==> config.mk <==
export PLATFORM = sky130hd
export DESIGN_NAME = scancode_line_editor_core
export DESIGN_NICKNAME = d
export VERILOG_FILES = /design/src/hw/rtl/sle_pkg.sv /design/src/hw/rtl/sle_keymap.sv /design/src/hw/rtl/sle_editor.sv /design/src/hw/rtl/scancode_line_editor_core.sv
export SDC_FILE = /design/constraint.sdc
export NUM_CORES = 1
export LEC_CHECK = 0
export BUFFER_PORTS_ARGS = -buffer_cell sky130_fd_sc_hd__buf_2
export CORE_ASPECT_RATIO = 1.75
export CORE_UTILIZATION = 45
export CTS_BUF_LIST = sky130_fd_sc_hd__clkbuf_4
export DETAILED_ROUTE_END_ITERATION = 8
export HOLD_SLACK_MARGIN = 0.08
export PLACE_DENSITY = 0.6
export RECOVER_POWER = 25
export SKIP_CTS_REPAIR_TIMING = 1
export SLEW_MARGIN = 5
export SYNTH_ARGS = -nofsm -noshare
export SYNTH_HDL_FRONTEND = slang
export SYNTH_SLANG_ARGS = --single-unit
==> constraint.sdc <==
create_clock -name i_clk -period 4.42 [get_ports i_clk]
set_input_delay 0.442 -clock i_clk [delete_from_list [all_inputs] [get_ports i_clk]]
set_output_delay 0.442 -clock i_clk [all_outputs]
set_load 0.01 [all_outputs]
==> src/hw/rtl/sle_pkg.sv <==
// Package for the scancode line editor: scancodes, action codes, result struct, key tables.
package sle_pkg;

    // Set-1 scancodes (make codes; release adds SC_RELEASE)
    localparam logic [7:0] SC_LSHIFT  = 8'h2A;
    localparam logic [7:0] SC_RSHIFT  = 8'h36;
    localparam logic [7:0] SC_CAPS    = 8'h3A;
    localparam logic [7:0] SC_CTRL    = 8'h1D;
    localparam logic [7:0] SC_ALT     = 8'h38;
    localparam logic [7:0] SC_BKSP    = 8'h0E;
    localparam logic [7:0] SC_ENTER   = 8'h1C;
    localparam logic [7:0] SC_KEY_L   = 8'h26;
    localparam logic [7:0] SC_F1      = 8'h3B;
    localparam logic [7:0] SC_F3      = 8'h3D;
    localparam logic [7:0] SC_RELEASE = 8'h80;

    localparam logic [6:0] CH_NEWLINE = 7'h0A;
    localparam logic [7:0] COUNT_MAX  = 8'hFF;

    localparam logic MODE_SCANCODE = 1'b0;
    localparam logic MODE_TAKEN    = 1'b1;

    typedef enum logic [2:0] {
        ACT_NONE  = 3'd0,
        ACT_STORE = 3'd1,
        ACT_ERASE = 3'd2,
        ACT_CLEAR = 3'd3,
        ACT_TERM  = 3'd4
    } t_action;

    typedef struct packed {
        t_action    action;
        logic [6:0] character;
        logic [6:0] position;
        logic       line_ready;
        logic [1:0] terminal_select;
        logic [7:0] char_count;
    } t_result;

    function automatic logic is_letter(input logic [5:0] s);
        return (s >= 6'h10 && s <= 6'h19) || (s >= 6'h1E && s <= 6'h26) ||
               (s >= 6'h2C && s <= 6'h32);
    endfunction

    function automatic logic [6:0] low_char(input logic [5:0] s);
        logic [6:0] c;
        case (s)
            6'h02: c = 7'h31;  6'h03: c = 7'h32;  6'h04: c = 7'h33;  6'h05: c = 7'h34;
            6'h06: c = 7'h35;  6'h07: c = 7'h36;  6'h08: c = 7'h37;  6'h09: c = 7'h38;
            6'h0A: c = 7'h39;  6'h0B: c = 7'h30;  6'h0C: c = 7'h2D;  6'h0D: c = 7'h3D;
            6'h10: c = 7'h71;  6'h11: c = 7'h77;  6'h12: c = 7'h65;  6'h13: c = 7'h72;
            6'h14: c = 7'h74;  6'h15: c = 7'h79;  6'h16: c = 7'h75;  6'h17: c = 7'h69;
            6'h18: c = 7'h6F;  6'h19: c = 7'h70;  6'h1A: c = 7'h5B;  6'h1B: c = 7'h5D;
            6'h1E: c = 7'h61;  6'h1F: c = 7'h73;  6'h20: c = 7'h64;  6'h21: c = 7'h66;
            6'h22: c = 7'h67;  6'h23: c = 7'h68;  6'h24: c = 7'h6A;  6'h25: c = 7'h6B;
            6'h26: c = 7'h6C;  6'h27: c = 7'h3B;  6'h28: c = 7'h27;  6'h29: c = 7'h60;
            6'h2B: c = 7'h5C;  6'h2C: c = 7'h7A;  6'h2D: c = 7'h78;  6'h2E: c = 7'h63;
            6'h2F: c = 7'h76;  6'h30: c = 7'h62;  6'h31: c = 7'h6E;  6'h32: c = 7'h6D;
            6'h33: c = 7'h2C;  6'h34: c = 7'h2E;  6'h35: c = 7'h2F;  6'h37: c = 7'h2A;
            6'h39: c = 7'h20;
            default: c = 7'h00;
        endcase
        return c;
    endfunction

    function automatic logic [6:0] up_char(input logic [5:0] s);
        logic [6:0] c;
        case (s)
            6'h02: c = 7'h21;  6'h03: c = 7'h40;  6'h04: c = 7'h23;  6'h05: c = 7'h24;
            6'h06: c = 7'h25;  6'h07: c = 7'h5E;  6'h08: c = 7'h26;  6'h09: c = 7'h2A;
            6'h0A: c = 7'h28;  6'h0B: c = 7'h29;  6'h0C: c = 7'h5F;  6'h0D: c = 7'h2B;
            6'h10: c = 7'h51;  6'h11: c = 7'h57;  6'h12: c = 7'h45;  6'h13: c = 7'h52;
            6'h14: c = 7'h54;  6'h15: c = 7'h59;  6'h16: c = 7'h55;  6'h17: c = 7'h49;
            6'h18: c = 7'h4F;  6'h19: c = 7'h50;  6'h1A: c = 7'h7B;  6'h1B: c = 7'h7D;
            6'h1E: c = 7'h41;  6'h1F: c = 7'h53;  6'h20: c = 7'h44;  6'h21: c = 7'h46;
            6'h22: c = 7'h47;  6'h23: c = 7'h48;  6'h24: c = 7'h4A;  6'h25: c = 7'h4B;
            6'h26: c = 7'h4C;  6'h27: c = 7'h3A;  6'h28: c = 7'h22;  6'h29: c = 7'h7E;
            6'h2B: c = 7'h7C;  6'h2C: c = 7'h5A;  6'h2D: c = 7'h58;  6'h2E: c = 7'h43;
            6'h2F: c = 7'h56;  6'h30: c = 7'h42;  6'h31: c = 7'h4E;  6'h32: c = 7'h4D;
            6'h33: c = 7'h3C;  6'h34: c = 7'h3E;  6'h35: c = 7'h3F;  6'h37: c = 7'h2A;
            6'h39: c = 7'h20;
            default: c = 7'h00;
        endcase
        return c;
    endfunction

endpackage

==> src/hw/rtl/sle_keymap.sv <==
// Key map: scancode plus shift/caps flags to ASCII character.
module sle_keymap (
    input  logic [7:0] i_scancode,
    input  logic       i_shift,
    input  logic       i_caps,
    output logic [6:0] o_character,
    output logic       o_printable
);

    logic [6:0] w_low;
    logic [6:0] w_up;
    logic       w_letter;
    logic       w_in_table;

    assign w_in_table = (i_scancode[7:6] == 2'b00);
    assign w_low      = sle_pkg::low_char(i_scancode[5:0]);
    assign w_up       = sle_pkg::up_char(i_scancode[5:0]);
    assign w_letter   = sle_pkg::is_letter(i_scancode[5:0]);

    always_comb begin
        if (i_shift && i_caps) begin
            // caps cancels shift on letters only
            o_character = w_letter ? w_low : w_up;
        end else if ((i_caps && w_letter) || i_shift) begin
            o_character = w_up;
        end else begin
            o_character = w_low;
        end
    end

    assign o_printable = w_in_table && (w_low != 7'h00);

endmodule

==> src/hw/rtl/sle_editor.sv <==
// Editor core: modifier flags, line count and per-key action decode.
module sle_editor #(
    parameter int LINE_CAPACITY = 127
) (
    input  logic            i_clk,
    input  logic            i_rst_n,
    input  logic            i_step,
    input  logic            i_mode,
    input  logic [7:0]      i_scancode,
    output sle_pkg::t_result o_result
);

    localparam int CapW = $clog2(LINE_CAPACITY + 1);
    localparam int CmpW = (CapW > 8) ? CapW : 8;
    localparam logic [CmpW-1:0] CapVal = CmpW'(LINE_CAPACITY);

    logic       r_shift, n_shift;
    logic       r_caps,  n_caps;
    logic       r_ctrl,  n_ctrl;
    logic       r_alt,   n_alt;
    logic [7:0] r_count, n_count;

    logic [6:0]      w_char;
    logic            w_printable;
    logic [CmpW-1:0] w_count_ext;
    logic [7:0]      w_count_inc;
    logic [7:0]      w_count_dec;
    logic [7:0]      w_term;

    sle_keymap u_keymap (
        .i_scancode  (i_scancode),
        .i_shift     (r_shift),
        .i_caps      (r_caps),
        .o_character (w_char),
        .o_printable (w_printable)
    );

    assign w_count_ext = CmpW'(r_count);
    assign w_count_inc = (r_count == sle_pkg::COUNT_MAX) ? r_count : r_count + 8'd1;
    assign w_count_dec = r_count - 8'd1;
    assign w_term      = i_scancode - sle_pkg::SC_F1;

    always_comb begin
        n_shift = r_shift;
        n_caps  = r_caps;
        n_ctrl  = r_ctrl;
        n_alt   = r_alt;
        n_count = r_count;
        o_result = '0;
        o_result.action = sle_pkg::ACT_NONE;

        if (i_mode == sle_pkg::MODE_TAKEN) begin
            n_count = 8'd0;
        end else if (i_scancode == sle_pkg::SC_LSHIFT || i_scancode == sle_pkg::SC_RSHIFT) begin
            n_shift = 1'b1;
        end else if (i_scancode == (sle_pkg::SC_LSHIFT | sle_pkg::SC_RELEASE) ||
                     i_scancode == (sle_pkg::SC_RSHIFT | sle_pkg::SC_RELEASE)) begin
            n_shift = 1'b0;
        end else if (i_scancode == sle_pkg::SC_CAPS) begin
            n_caps = ~r_caps;
        end else if (i_scancode == sle_pkg::SC_CTRL) begin
            n_ctrl = 1'b1;
        end else if (i_scancode == (sle_pkg::SC_CTRL | sle_pkg::SC_RELEASE)) begin
            n_ctrl = 1'b0;
        end else if (i_scancode == sle_pkg::SC_ALT) begin
            n_alt = 1'b1;
        end else if (i_scancode == (sle_pkg::SC_ALT | sle_pkg::SC_RELEASE)) begin
            n_alt = 1'b0;
        end else if (i_scancode == sle_pkg::SC_BKSP) begin
            if (r_count != 8'd0) begin
                n_count           = w_count_dec;
                o_result.action   = sle_pkg::ACT_ERASE;
                o_result.position = w_count_dec[6:0];
            end
        end else if (i_scancode[7] == 1'b0) begin
            // F-keys have no table entry, so terminal switch never collides with typing
            if (r_alt && i_scancode >= sle_pkg::SC_F1 && i_scancode <= sle_pkg::SC_F3) begin
                o_result.action          = sle_pkg::ACT_TERM;
                o_result.terminal_select = w_term[1:0];
            end
            if (r_ctrl) begin
                if (i_scancode == sle_pkg::SC_KEY_L) begin
                    o_result.action = sle_pkg::ACT_CLEAR;
                end
            end else if (i_scancode == sle_pkg::SC_ENTER) begin
                o_result.line_ready = 1'b1;
                // one slot past capacity is kept for the newline
                if (w_count_ext <= CapVal) begin
                    o_result.action    = sle_pkg::ACT_STORE;
                    o_result.character = sle_pkg::CH_NEWLINE;
                    o_result.position  = r_count[6:0];
                    n_count            = w_count_inc;
                end
            end else if (w_printable) begin
                if (w_count_ext < CapVal) begin
                    o_result.action    = sle_pkg::ACT_STORE;
                    o_result.character = w_char;
                    o_result.position  = r_count[6:0];
                    n_count            = w_count_inc;
                end
            end
        end

        o_result.char_count = n_count;
    end

    always_ff @(posedge i_clk) begin
        if (!i_rst_n) begin
            r_shift <= 1'b0;
            r_caps  <= 1'b0;
            r_ctrl  <= 1'b0;
            r_alt   <= 1'b0;
            r_count <= 8'd0;
        end else if (i_step) begin
            r_shift <= n_shift;
            r_caps  <= n_caps;
            r_ctrl  <= n_ctrl;
            r_alt   <= n_alt;
            r_count <= n_count;
        end
    end

endmodule

==> src/hw/rtl/scancode_line_editor_core.sv <==
// Top level of the scancode line editor: input register, editor decode, result register.
//
// Usage:
//   Input channel (i_in_valid / o_in_stall) carries one transaction per key event:
//   i_mode = 0 with a set-1 scancode byte, or i_mode = 1 to tell the block the reader
//   took the line (the character count returns to zero, scancode ignored).
//   Output channel (o_out_valid / i_out_stall) carries exactly one result transaction per
//   input transaction, in order: action, character, line position, line-ready pulse,
//   terminal number and the character count after the key.
//   An accepted input loads the input register at the accepting edge; decode and flag
//   update then feed the result register, which drives the output channel.
//   Throughput: one transaction per cycle unless i_out_stall holds it; the decode is a single
//   pass of shallow logic against the flag/count registers, so nothing else limits it.
//   Stall: when the result register holds an untaken result and i_out_stall is high,
//   a full input register holds and o_in_stall rises (an empty one still takes one
//   transaction); both registers move on as soon as the receiver takes the result.
//   Reset (synchronous, active low): both stage valids clear, shift/caps/ctrl/alt flags
//   clear and the line count goes to zero. The block is ready the cycle after reset.
module scancode_line_editor_core #(
    parameter int LINE_CAPACITY = 127
) (
    input  logic       i_clk,
    input  logic       i_rst_n,
    // input channel
    input  logic       i_in_valid,
    output logic       o_in_stall,
    input  logic       i_mode,
    input  logic [7:0] i_scancode,
    // output channel
    output logic       o_out_valid,
    input  logic       i_out_stall,
    output logic [2:0] o_action,
    output logic [6:0] o_character,
    output logic [6:0] o_position,
    output logic       o_line_ready,
    output logic [1:0] o_terminal_select,
    output logic [7:0] o_char_count
);

    // input stage
    logic       r_in_valid;
    logic       r_in_mode;
    logic [7:0] r_in_scancode;

    // result stage
    logic             r_out_valid;
    sle_pkg::t_result r_out;

    logic             w_out_free;
    logic             w_step;
    logic             w_in_take;
    sle_pkg::t_result w_result;

    // result register can load when empty or being drained this cycle
    assign w_out_free = !r_out_valid || !i_out_stall;
    assign w_step     = r_in_valid && w_out_free;
    // input register can load when empty or moving on this cycle
    assign o_in_stall = r_in_valid && !w_out_free;
    assign w_in_take  = i_in_valid && !o_in_stall;

    sle_editor #(
        .LINE_CAPACITY (LINE_CAPACITY)
    ) u_editor (
        .i_clk      (i_clk),
        .i_rst_n    (i_rst_n),
        .i_step     (w_step),
        .i_mode     (r_in_mode),
        .i_scancode (r_in_scancode),
        .o_result   (w_result)
    );

    always_ff @(posedge i_clk) begin
        if (!i_rst_n) begin
            r_in_valid <= 1'b0;
        end else if (!o_in_stall) begin
            r_in_valid <= i_in_valid;
        end
    end

    always_ff @(posedge i_clk) begin
        if (w_in_take) begin
            r_in_mode     <= i_mode;
            r_in_scancode <= i_scancode;
        end
    end

    always_ff @(posedge i_clk) begin
        if (!i_rst_n) begin
            r_out_valid <= 1'b0;
        end else if (w_out_free) begin
            r_out_valid <= r_in_valid;
        end
    end

    always_ff @(posedge i_clk) begin
        if (w_step) begin
            r_out <= w_result;
        end
    end

    assign o_out_valid       = r_out_valid;
    assign o_action          = r_out.action;
    assign o_character       = r_out.character;
    assign o_position        = r_out.position;
    assign o_line_ready      = r_out.line_ready;
    assign o_terminal_select = r_out.terminal_select;
    assign o_char_count      = r_out.char_count;

endmodule

==> summary.md, run 1 <==
| Metric | Value |
|---|---|
| Status | complete, no violations |
| Clock skew | 0.01258 ns |
| Number of antenna violations at the first check in global routing | 1 |
| Slew Viols, Final | 0 |
| Clk slew on worst S/H paths | 0.11 ns |
| Core ar. | 9910 um2 |
| Vias in the first global route | 4165 |
| Yosys top cell by area | edfxtp_1 |
| CTS tree | yes |
| Post-Syn Area | 4583 um2 |
| Switching Fraction | 32.53% |
| Critical path data arrival time | 3.72 ns |
| Worst-Margin Slew | 0.9595 ns |
| WL met2 | 7.674 mm |
| Met3 routed WL | 626 um |
| Hold Violations, Final | 0 |
| Worst path required time | 4.71 ns |
| Area after DPL | 4836 um2 |
| Fin nets | 589 |
| Total power | 1.417 mW |
| Rel. slew slack | 35.93% |
| Routed wire per std cell | 20.47 um |
| Final worst path period share | 77.39% |
| FF+latch count, synth | 65 |
| Max-cap viol count | 0 |
| Commonest cells in the netlist | nand2_1, nor2_1, a21oi_1 |
| Slowest CP cell | a21o_1 |
| Row cnt | 48 |
| Seq/Total Area, Yosys | 36.47% |
| CP Capture Type | flip-flop |
| Maximum vdd drop | 0.0001303 V |
| Global-route wire length before repair | 21.98 mm |
| RSZ-0062 raised after global routing | false |
| Grt ovf | 0 |
| DP HPWL | 10.63 mm |
| Flop-to-flop setup slack | 1.0 ns |
| Final Core Density | 49.76% |
| Inserted Clock Buffers | 9 |
| Post-synth EDFFs | 37 |
| Post-Synthesis Cells | 535 |
| Crit Path Max Fanout | 20 |
| Design Area, Final | 4931 um2 |
| Final setup margin | 0.9992 ns |
| Tmin final | 3.421 ns |
| Dpl cells | 671 |
| Sequential Power Share | 51.0% |
| Crit path from | r_in_valid |
| Clk pwr share | 27.3% |
| Startpoint types | flip-flop |
| Total GRT Usage | 27.58% |
| CP Capture Point | u_editor.u_keymap.w_up[4] |
| Synth Warn # | 0 |
| Critical path type | reg2reg |
| DRT iter0 DRCs | 322 |
| DR top layer | met4 |
| Non-filler cells, final | 688 |
| Number of remaining DRC errors | 0 |
| Io pins | 43 |
| P_leak | 1.842 nW |
| Comb power frac | 21.7% |
| Reg-to-Reg Start | r_in_valid |
| Hold WS | 0.2001 ns |
| Port bufs | 42 |
| Chip width | 78.29 um |
| Bufs on Longest Clock Path | 2 |
| Post-synth ARST share | 0% |
| Share of layout cells above drive strength 1 | 10.14% |
| Largest net degree at the start of global routing | 31 |
| Top cell type's share of synthesized area | 24.24% |
| Setup_tns | 0 ns |
| ANT nets after route | 0 |
| Avg Vias per Cell | 6.324 |
| Clk sinks | 65 |
| R2R Path End | u_editor.u_keymap.w_up[4] |
| Net Count, Synth | 567 |
| Clock root buffer | clkbuf_4 |
| Die ar. | 10610 um2 |
| Router iterations before antenna repair | 5 |
| CP max stage delay | 0.47 ns |
| CP cell instances | nand3_1 > nand2_2 > inv_1 > a21o_1 > inv_1 > ha_1 > nand2_1 > and3_1 > o21ai_0 > o211ai_1 |
| Final setup violation count | 0 |
| Layout area overhead | 7.589% |
| R2R depth | 10 |
| Clock Latency Late Sink | 0.41 ns |
| Dominant synthesized flop cell | edfxtp_1 |
| P_int | 0.9558 mW |
| Total wire length | 14.08 mm |
| Syn avg cell area | 8.567 um2 |
| GPL Wtd Cong | 0.9856 |
| Fmax | 292.3 MHz |
| Worst hold path type | in2reg |
| Htree depth | 3 |
| Met1 wire length | 4.892 mm |
| Cell repeated most along the worst path | inv_1 |
| Top post-synthesis cells by area | edfxtp_1, dfxtp_1, ha_1 |
| Count of unique library cells instantiated by Yosys | 84 |
| Via count | 4351 |
| PwrDens | 287.3 nW/um2 |
| Worst slack, placed | 1.030 ns |
| Starting Density | 46.25% |
| Die span in y | 135.5 um |
| Net switching power | 0.4609 mW |
-- cell type report --
type                            instances  area, um2
Timing Repair Buffer                   48      224.0
Tap cell                              125      156.4
Sequential cell                        65       1672
Multi-Input combinational cell        413       2673
Clock buffer                            9      67.56
Antenna cell                            1      2.502
Clock inverter                          7      61.31
Inverter                               20      75.07
Fill cell                             983       4979
-- sequential cells by signal (all words and copies together) (netlist names) --
name and flops:
o_action 3, o_char_count 8, o_character 7, o_line_ready 1, o_out_valid 1, o_position 7
o_terminal_select 2, r_in_mode 1, r_in_scancode 8, r_in_valid 1, u_editor.r_alt 1, u_editor.r_caps 1
u_editor.r_count 8, u_editor.r_ctrl 1, u_editor.r_shift 1, u_editor.u_keymap.w_low 7, u_editor.u_keymap.w_up 7
-- worst min path at each step --
stage / startpoint / end / slack [ns] / cells past startpoint
after global routing: i_mode / r_in_mode / 0.15 / 1
after detailed placement: u_editor.r_alt / u_editor.r_alt / 0.49 / 2
after CTS: i_mode / r_in_mode / 0.16 / 1
final: i_scancode[7] / r_in_scancode[7] / 0.20 / 1
after floorplan: u_editor.r_alt / u_editor.r_alt / 0.46 / 2
after global placement: u_editor.r_alt / u_editor.r_alt / 0.48 / 2
-- power by group through the flow --
stage | sequential (mW) | clock (mW) | combinational (mW)
6_report | 0.723 | 0.387 | 0.307
5_1_grt | 0.729 | 0.422 | 0.334
4_1_cts | 0.722 | 0.398 | 0.305
3_5_place_dp | 0.736 | 0 | 0.304
3_3_place_gp | 0.735 | 0 | 0.306
2_1_floorplan | 0.718 | 0 | 0.223
-- critical path: cells and delay by family, from the launching register on --
kind	cells	cell delay (ns)
AND/OR/NAND/NOR	4	1.02
AO/OA/AOI/OAI	3	0.80
buffers and inverters	2	0.69
flip-flops	1	0.40
adder cells (fa/ha/maj)	1	0.40
-- layer usage --
metal	up-vias	global-route usage, %
met5	-	0
met4	0	18.52
met3	53	3.838
met2	191	51.56
met1	2043	27.73
li1	2064	-
-- cell families (layout without fill, tap and decap cells) --
logic type                 after synthesis  count (layout)  share of synthesized area [%]
DFF                                     65              65                          36.47
and+or+nand+nor                        219             219                          25.20
other                                    0               1                              0
muxes                                   17              17                          3.767
buffers and inverters                   57              84                          5.187
AOI/OAI and AO/OA                      152             152                          23.04
adders and majority gates               19              19                          5.187
xor gates and xnor gates                 6               6                          1.147
-- cells in the final DEF (no fill, tap or decap), types with 17 or more instances in the layout --
cell type  instances
nor3_1            17
buf_2             17
dfxtp_1           28
a21oi_1           40
nand2_1           56
o21ai_0           22
ha_1              19
clkbuf_1          25
inv_1             19
nand3_1           21
nor2_1            56
edfxtp_1          37
No activity file was read; power rests on OpenSTA's default activity.
==> run 2, diff against run 1 <==
- clock period: 4.42 -> 3.3 ns (I/O delays scaled with it)
==> summary.md, run 2 (same netlist as run 1, synthesis figures left out) <==
| Metric | Value |
|---|---|
| Total power | 1.853 mW (was 1.417 mW) |
| Core ar. | 9910 um2 (unchanged) |
| Status | complete, no violations (unchanged) |
| CP max stage delay | 0.55 ns (was 0.47 ns) |
| Row cnt | 48 (unchanged) |
| Port bufs | 42 (unchanged) |
| Global-route wire length before repair | 22.60 mm (was 21.98 mm) |
| Htree depth | 3 (unchanged) |
| WP buf/inv | 1 (was 2) |
| Final setup violation count | 0 (unchanged) |
| Net switching power | 0.6164 mW (was 0.4609 mW) |
| RSZ-0062 raised after global routing | false (unchanged) |
| Bufs on Longest Clock Path | 2 (unchanged) |
| DR top layer | met4 (unchanged) |
| Fill cells | 1000 (was 983) |
| ANT nets after route | 0 (unchanged) |
| CP cell instances | inv_1 > ha_1 > nor3b_1 > a211o_1 > nor2_1 > o32ai_1 > nor2_1 (was nand3_1 > nand2_2 > inv_1 > a21o_1 > inv_1 > ha_1 > nand2_1 > and3_1 > o21ai_0 > o211ai_1) |
| Total GRT Usage | 28.50% (was 27.58%) |
| Met3 routed WL | 668 um (was 626 um) |
| Routed wire per std cell | 20.49 um (was 20.47 um) |
| Worst-Margin Slew | 0.8469 ns (was 0.9595 ns) |
| Largest net degree at the start of global routing | 31 (unchanged) |
| Die span in y | 135.5 um (unchanged) |
| Total wire length | 14.48 mm (was 14.08 mm) |
| Tmin final | 2.871 ns (was 3.421 ns) |
| P_leak | 1.921 nW (was 1.842 nW) |
| Worst path required time | 3.47 ns (was 4.71 ns) |
| Comb power frac | 23.5% (was 21.7%) |
| Chip width | 78.29 um (unchanged) |
| Maximum vdd drop | 0.0002042 V (was 0.0001303 V) |
| Via count | 4443 (was 4351) |
| Rel. slew slack | 43.02% (was 35.93%) |
| GPL Wtd Cong | 1.017 (was 0.9856) |
| Avg Vias per Cell | 6.284 (was 6.324) |
| Worst hold path type | in2reg (unchanged) |
| Vias in the first global route | 4299 (was 4165) |
| Crit Path Max Fanout | 11 (was 20) |
| Share of layout cells above drive strength 1 | 11.88% (was 10.14%) |
| Clock root buffer | clkbuf_4 (unchanged) |
| Sequential Power Share | 51.7% (was 51.0%) |
| Clk slew on worst S/H paths | 0.12 ns (was 0.11 ns) |
| Commonest non-fill, non-tap cells in the layout | nor2_1, nand2_1, a21oi_1, edfxtp_1, clkbuf_1 (was nor2_1, nand2_1, a21oi_1, edfxtp_1, dfxtp_1) |
| Grt ovf | 0 (unchanged) |
| Fmax | 348.3 MHz (was 292.3 MHz) |
| Max-cap viol count | 0 (unchanged) |
| Io pins | 43 (unchanged) |
| Clock Latency Late Sink | 0.43 ns (was 0.41 ns) |
| Fin nets | 608 (was 589) |
| Inserted Clock Buffers | 9 (unchanged) |
| Router iterations before antenna repair | 5 (unchanged) |
| PwrDens | 366.7 nW/um2 (was 287.3 nW/um2) |
| Die ar. | 10610 um2 (unchanged) |
| Final worst path period share | 87.00% (was 77.39%) |
| Starting Density | 46.25% (unchanged) |
| Reg area | 1672 um2 (unchanged) |
| Met1 wire length | 4.813 mm (was 4.892 mm) |
| Number of remaining DRC errors | 0 (unchanged) |
| Slowest CP cell | nor3b_1 (was a21o_1) |
| Switching Fraction | 33.27% (was 32.53%) |
| Critical path data arrival time | 3.04 ns (was 3.72 ns) |
| CP Capture Type | flip-flop (unchanged) |
| Layout area overhead | 10.24% (was 7.589%) |
| Slew Viols, Final | 0 (unchanged) |
| Setup_tns | 0 ns (unchanged) |
| Startpoint types | flip-flop (unchanged) |
| DRT iter0 DRCs | 322 (unchanged) |
| CP top delay family | compound AO/OA/AOI/OAI gates (was simple AND/OR/NAND/NOR gates) |
| Clock skew | 0.01761 ns (was 0.01258 ns) |
| Hold Violations, Final | 0 (unchanged) |
| Critical path type | reg2reg (unchanged) |
| P_int | 1.236 mW (was 0.9558 mW) |
| Clk pwr share | 24.8% (was 27.3%) |
| DP HPWL | 11.06 mm (was 10.63 mm) |
| Multi-input gate area | 2673 um2 (unchanged) |
| Cell repeated most along the worst path | nor2_1 (was inv_1) |
| WL met2 | 8.022 mm (was 7.674 mm) |
| Clk sinks | 65 (unchanged) |
| CTS tree | yes (unchanged) |
| Number of antenna violations at the first check in global routing | 1 (unchanged) |
-- run 2: layer usage --
layer | vias to the layer above | GRT usage (%)
li1 | 2094 | -
met1 | 2061 | 27.84
met2 | 222 | 53.90
met3 | 66 | 4.040
met4 | 0 | 19.75
met5 | - | 0
-- run 2: power groups by stage --
stage          logic (mW)  clock network (mW)  registers, mW
3_3_place_gp        0.428                   0          0.975
4_1_cts             0.431               0.477          0.959
3_5_place_dp        0.429                   0          0.978
2_1_floorplan       0.299                   0          0.962
5_1_grt             0.474               0.506          0.967
6_report            0.435               0.459          0.959
-- run 2: area by class of cell --
class / count / share of cell area [%]
timing repair buffer: 67 / 7.306
inverter: 20 / 1.486
clock buffer: 11 / 1.634
tap: 125 / 3.096
clock inverter: 5 / 0.4458
multi-input combinational: 413 / 52.90
antenna: 1 / 0.04953
sequential: 65 / 33.09
-- run 2: worst paths after layout --
path / depth (start not counted) / end / slack, ns / startpoint
max reg2reg: 7 / o_char_count[4] / 0.43 / u_editor.r_count[0]
min reg2reg: 2 / u_editor.r_alt / 0.52 / u_editor.r_alt
max: 7 / o_char_count[4] / 0.43 / u_editor.r_count[0]
min: 1 / r_in_scancode[5] / 0.16 / i_scancode[5]
-- run 2: per-stage QoR --
step	instance area, um2	hold slack [ns]	cells	worst slack [ns]	util (%)
2_1_floorplan	4583	0.4289	535	0.6137	-
3_5_place_dp	4956	0.4959	687	0.5455	50.01
4_1_cts	5061	0.03369	703	0.5298	51.07
5_1_grt	5052	0.1368	707	0.3331	50.98
6_report	5052	0.1570	707	0.4289	50.98
3_3_place_gp	4956	0.4910	687	0.5253	50.01
==> run 3, diff against run 2 <==
- clock period: 3.3 -> 3.6 ns (I/O delays scaled with it)
==> summary.md, run 3 (same netlist as run 1, synthesis figures left out) <==
| Metric | Value |
|---|---|
| DRT iter0 DRCs | 359 (was 322) |
| Die ar. | 10610 um2 (unchanged) |
| R2R depth | 8 (was 7) |
| Largest net degree at the start of global routing | 32 (was 31) |
| Avg Vias per Cell | 6.362 (was 6.284) |
| Critical path data arrival time | 3.30 ns (was 3.04 ns) |
| Total power | 1.677 mW (was 1.853 mW) |
| P_leak | 1.853 nW (was 1.921 nW) |
| Vias in the first global route | 4198 (was 4299) |
| Commonest non-fill, non-tap cells in the layout | nor2_1, nand2_1, a21oi_1, edfxtp_1 (was nor2_1, nand2_1, a21oi_1, edfxtp_1, clkbuf_1) |
| Number of antenna violations at the first check in global routing | 1 (unchanged) |
| Fmax | 331.3 MHz (was 348.3 MHz) |
| Rel. slew slack | 43.11% (was 43.02%) |
| Worst-Margin Slew | 0.8533 ns (was 0.8469 ns) |
| ANT nets after route | 0 (unchanged) |
| WHS Endpoint | r_in_mode (was r_in_scancode[5]) |
| Worst hold path type | in2reg (unchanged) |
| Via count | 4409 (was 4443) |
| Final worst path period share | 83.84% (was 87.00%) |
| Worst Hold Launch | i_mode (was i_scancode[5]) |
| Final setup violation count | 0 (unchanged) |
| Crit path from | r_in_scancode[0] (was u_editor.r_count[0]) |
| Non-filler cells, final | 693 (was 707) |
| Layout area overhead | 7.835% (was 10.24%) |
| Final setup margin | 0.5818 ns (was 0.4289 ns) |
| Hold WS | 0.1112 ns (was 0.1570 ns) |
| Number of remaining DRC errors | 0 (unchanged) |
| Router iterations before antenna repair | 5 (unchanged) |
| Inserted Clock Buffers | 9 (unchanged) |
| Hold Path Depth | 1 (unchanged) |
| Setup_tns | 0 ns (unchanged) |
| Chip width | 78.29 um (unchanged) |
| Grt ovf | 0 (unchanged) |
| Dpl cells | 676 (was 687) |
| CTS tree | yes (unchanged) |
| Bufs on Longest Clock Path | 2 (unchanged) |
| CP Capture Type | flip-flop (unchanged) |
| Clock root buffer | clkbuf_4 (unchanged) |
| Fin nets | 594 (was 608) |
| GPL Wtd Cong | 1.001 (was 1.017) |
| R2R Path End | o_action[2] (was o_char_count[4]) |
| Area after DPL | 4873 um2 (was 4956 um2) |
| Port bufs | 42 (unchanged) |
| Io pins | 43 (unchanged) |
| Htree depth | 3 (unchanged) |
| Reg-to-Reg Start | r_in_scancode[0] (was u_editor.r_count[0]) |
| Startpoint types | flip-flop (unchanged) |
| Total wire length | 14.53 mm (was 14.48 mm) |
| Status | complete, no violations (unchanged) |
| Die span in y | 135.5 um (unchanged) |
| Design Area, Final | 4942 um2 (was 5052 um2) |
| Starting Density | 46.25% (unchanged) |
| DP HPWL | 10.96 mm (was 11.06 mm) |
| Core ar. | 9910 um2 (unchanged) |
| Slew Viols, Final | 0 (unchanged) |
| Clock Latency Late Sink | 0.42 ns (was 0.43 ns) |
| Global-route wire length before repair | 22.52 mm (was 22.60 mm) |
| PwrDens | 339.2 nW/um2 (was 366.7 nW/um2) |
| Tmin final | 3.018 ns (was 2.871 ns) |
| Final Core Density | 49.87% (was 50.98%) |
| Total GRT Usage | 28.34% (was 28.50%) |
| Routed wire per std cell | 20.96 um (was 20.49 um) |
| Share of layout cells above drive strength 1 | 10.41% (was 11.88%) |
| Flop-to-flop setup slack | 0.58 ns (was 0.43 ns) |
| Critical path type | reg2reg (unchanged) |
| Clock skew | 0.02112 ns (was 0.01761 ns) |
| RSZ-0062 raised after global routing | false (unchanged) |
| Worst path required time | 3.88 ns (was 3.47 ns) |
| Row cnt | 48 (unchanged) |
| Hold Violations, Final | 0 (unchanged) |
| Crit Path Max Fanout | 10 (was 11) |
| Maximum vdd drop | 0.0001787 V (was 0.0002042 V) |
| Clk slew on worst S/H paths | 0.11 ns (was 0.12 ns) |
| Max-cap viol count | 0 (unchanged) |
| Worst slack, placed | 0.5766 ns (was 0.5455 ns) |
| Clk sinks | 65 (unchanged) |
==> run 3: changes by cell type in the layout (fill, tap and decap cells not counted), sizes merged <==
cell         delta
buf            -10
dlygate4sd3     -3
clkinvlp        +1
inv             -1
clkbuf          -1
==> run 3: critical path: stages (launching register included) <==
cell,delay (ns)
edfxtp_1,0.58
inv_1,0.12
ha_1,0.24
nand3b_2,0.14
nor4_2,0.10
nor4_4,0.69
nand2_4,0.21
or4_4,0.63
nor2_1,0.16
==> run 3: power breakdown <==
| group | internal [mW] | switching [mW] | total, mW | leakage [nW] |
|---|---|---|---|---|
| Combinational | 0.135 | 0.252 | 0.387 | 1.22 |
| Clock | 0.150 | 0.258 | 0.407 | 0.0594 |
| Sequential | 0.838 | 0.0441 | 0.883 | 0.578 |
==> run 3: how the worst max path moves through the flow <==
stage / end / depth (start not counted)
2_1_floorplan: u_editor.u_keymap.w_up[4] / 12
3_5_place_dp: o_action[2] / 8
3_3_place_gp: o_action[2] / 8
5_1_grt: o_action[2] / 8
4_1_cts: o_action[2] / 8
6_report: o_action[2] / 8
==> run 3: layout make-up <==
cell class | instances | area [um2]
Sequential cell | 65 | 1672
Inverter | 20 | 75.07
Antenna cell | 1 | 2.502
Clock inverter | 5 | 23.77
Timing Repair Buffer | 53 | 257.7
Fill cell | 1002 | 4967
Clock buffer | 11 | 82.58
Tap cell | 125 | 156.4
Multi-Input combinational cell | 413 | 2673
==> run 3: routing by layer <==
| metal | global-route usage, % | part of all wire (%) | vias up |
|---|---|---|---|
| li1 | - | - | 2070 |
| met1 | 29.00 | 35 | 2104 |
| met2 | 52.24 | 54 | 184 |
| met3 | 3.367 | 4.0 | 51 |
| met4 | 20.27 | 6.1 | 0 |
| met5 | 0 | 0 | - |
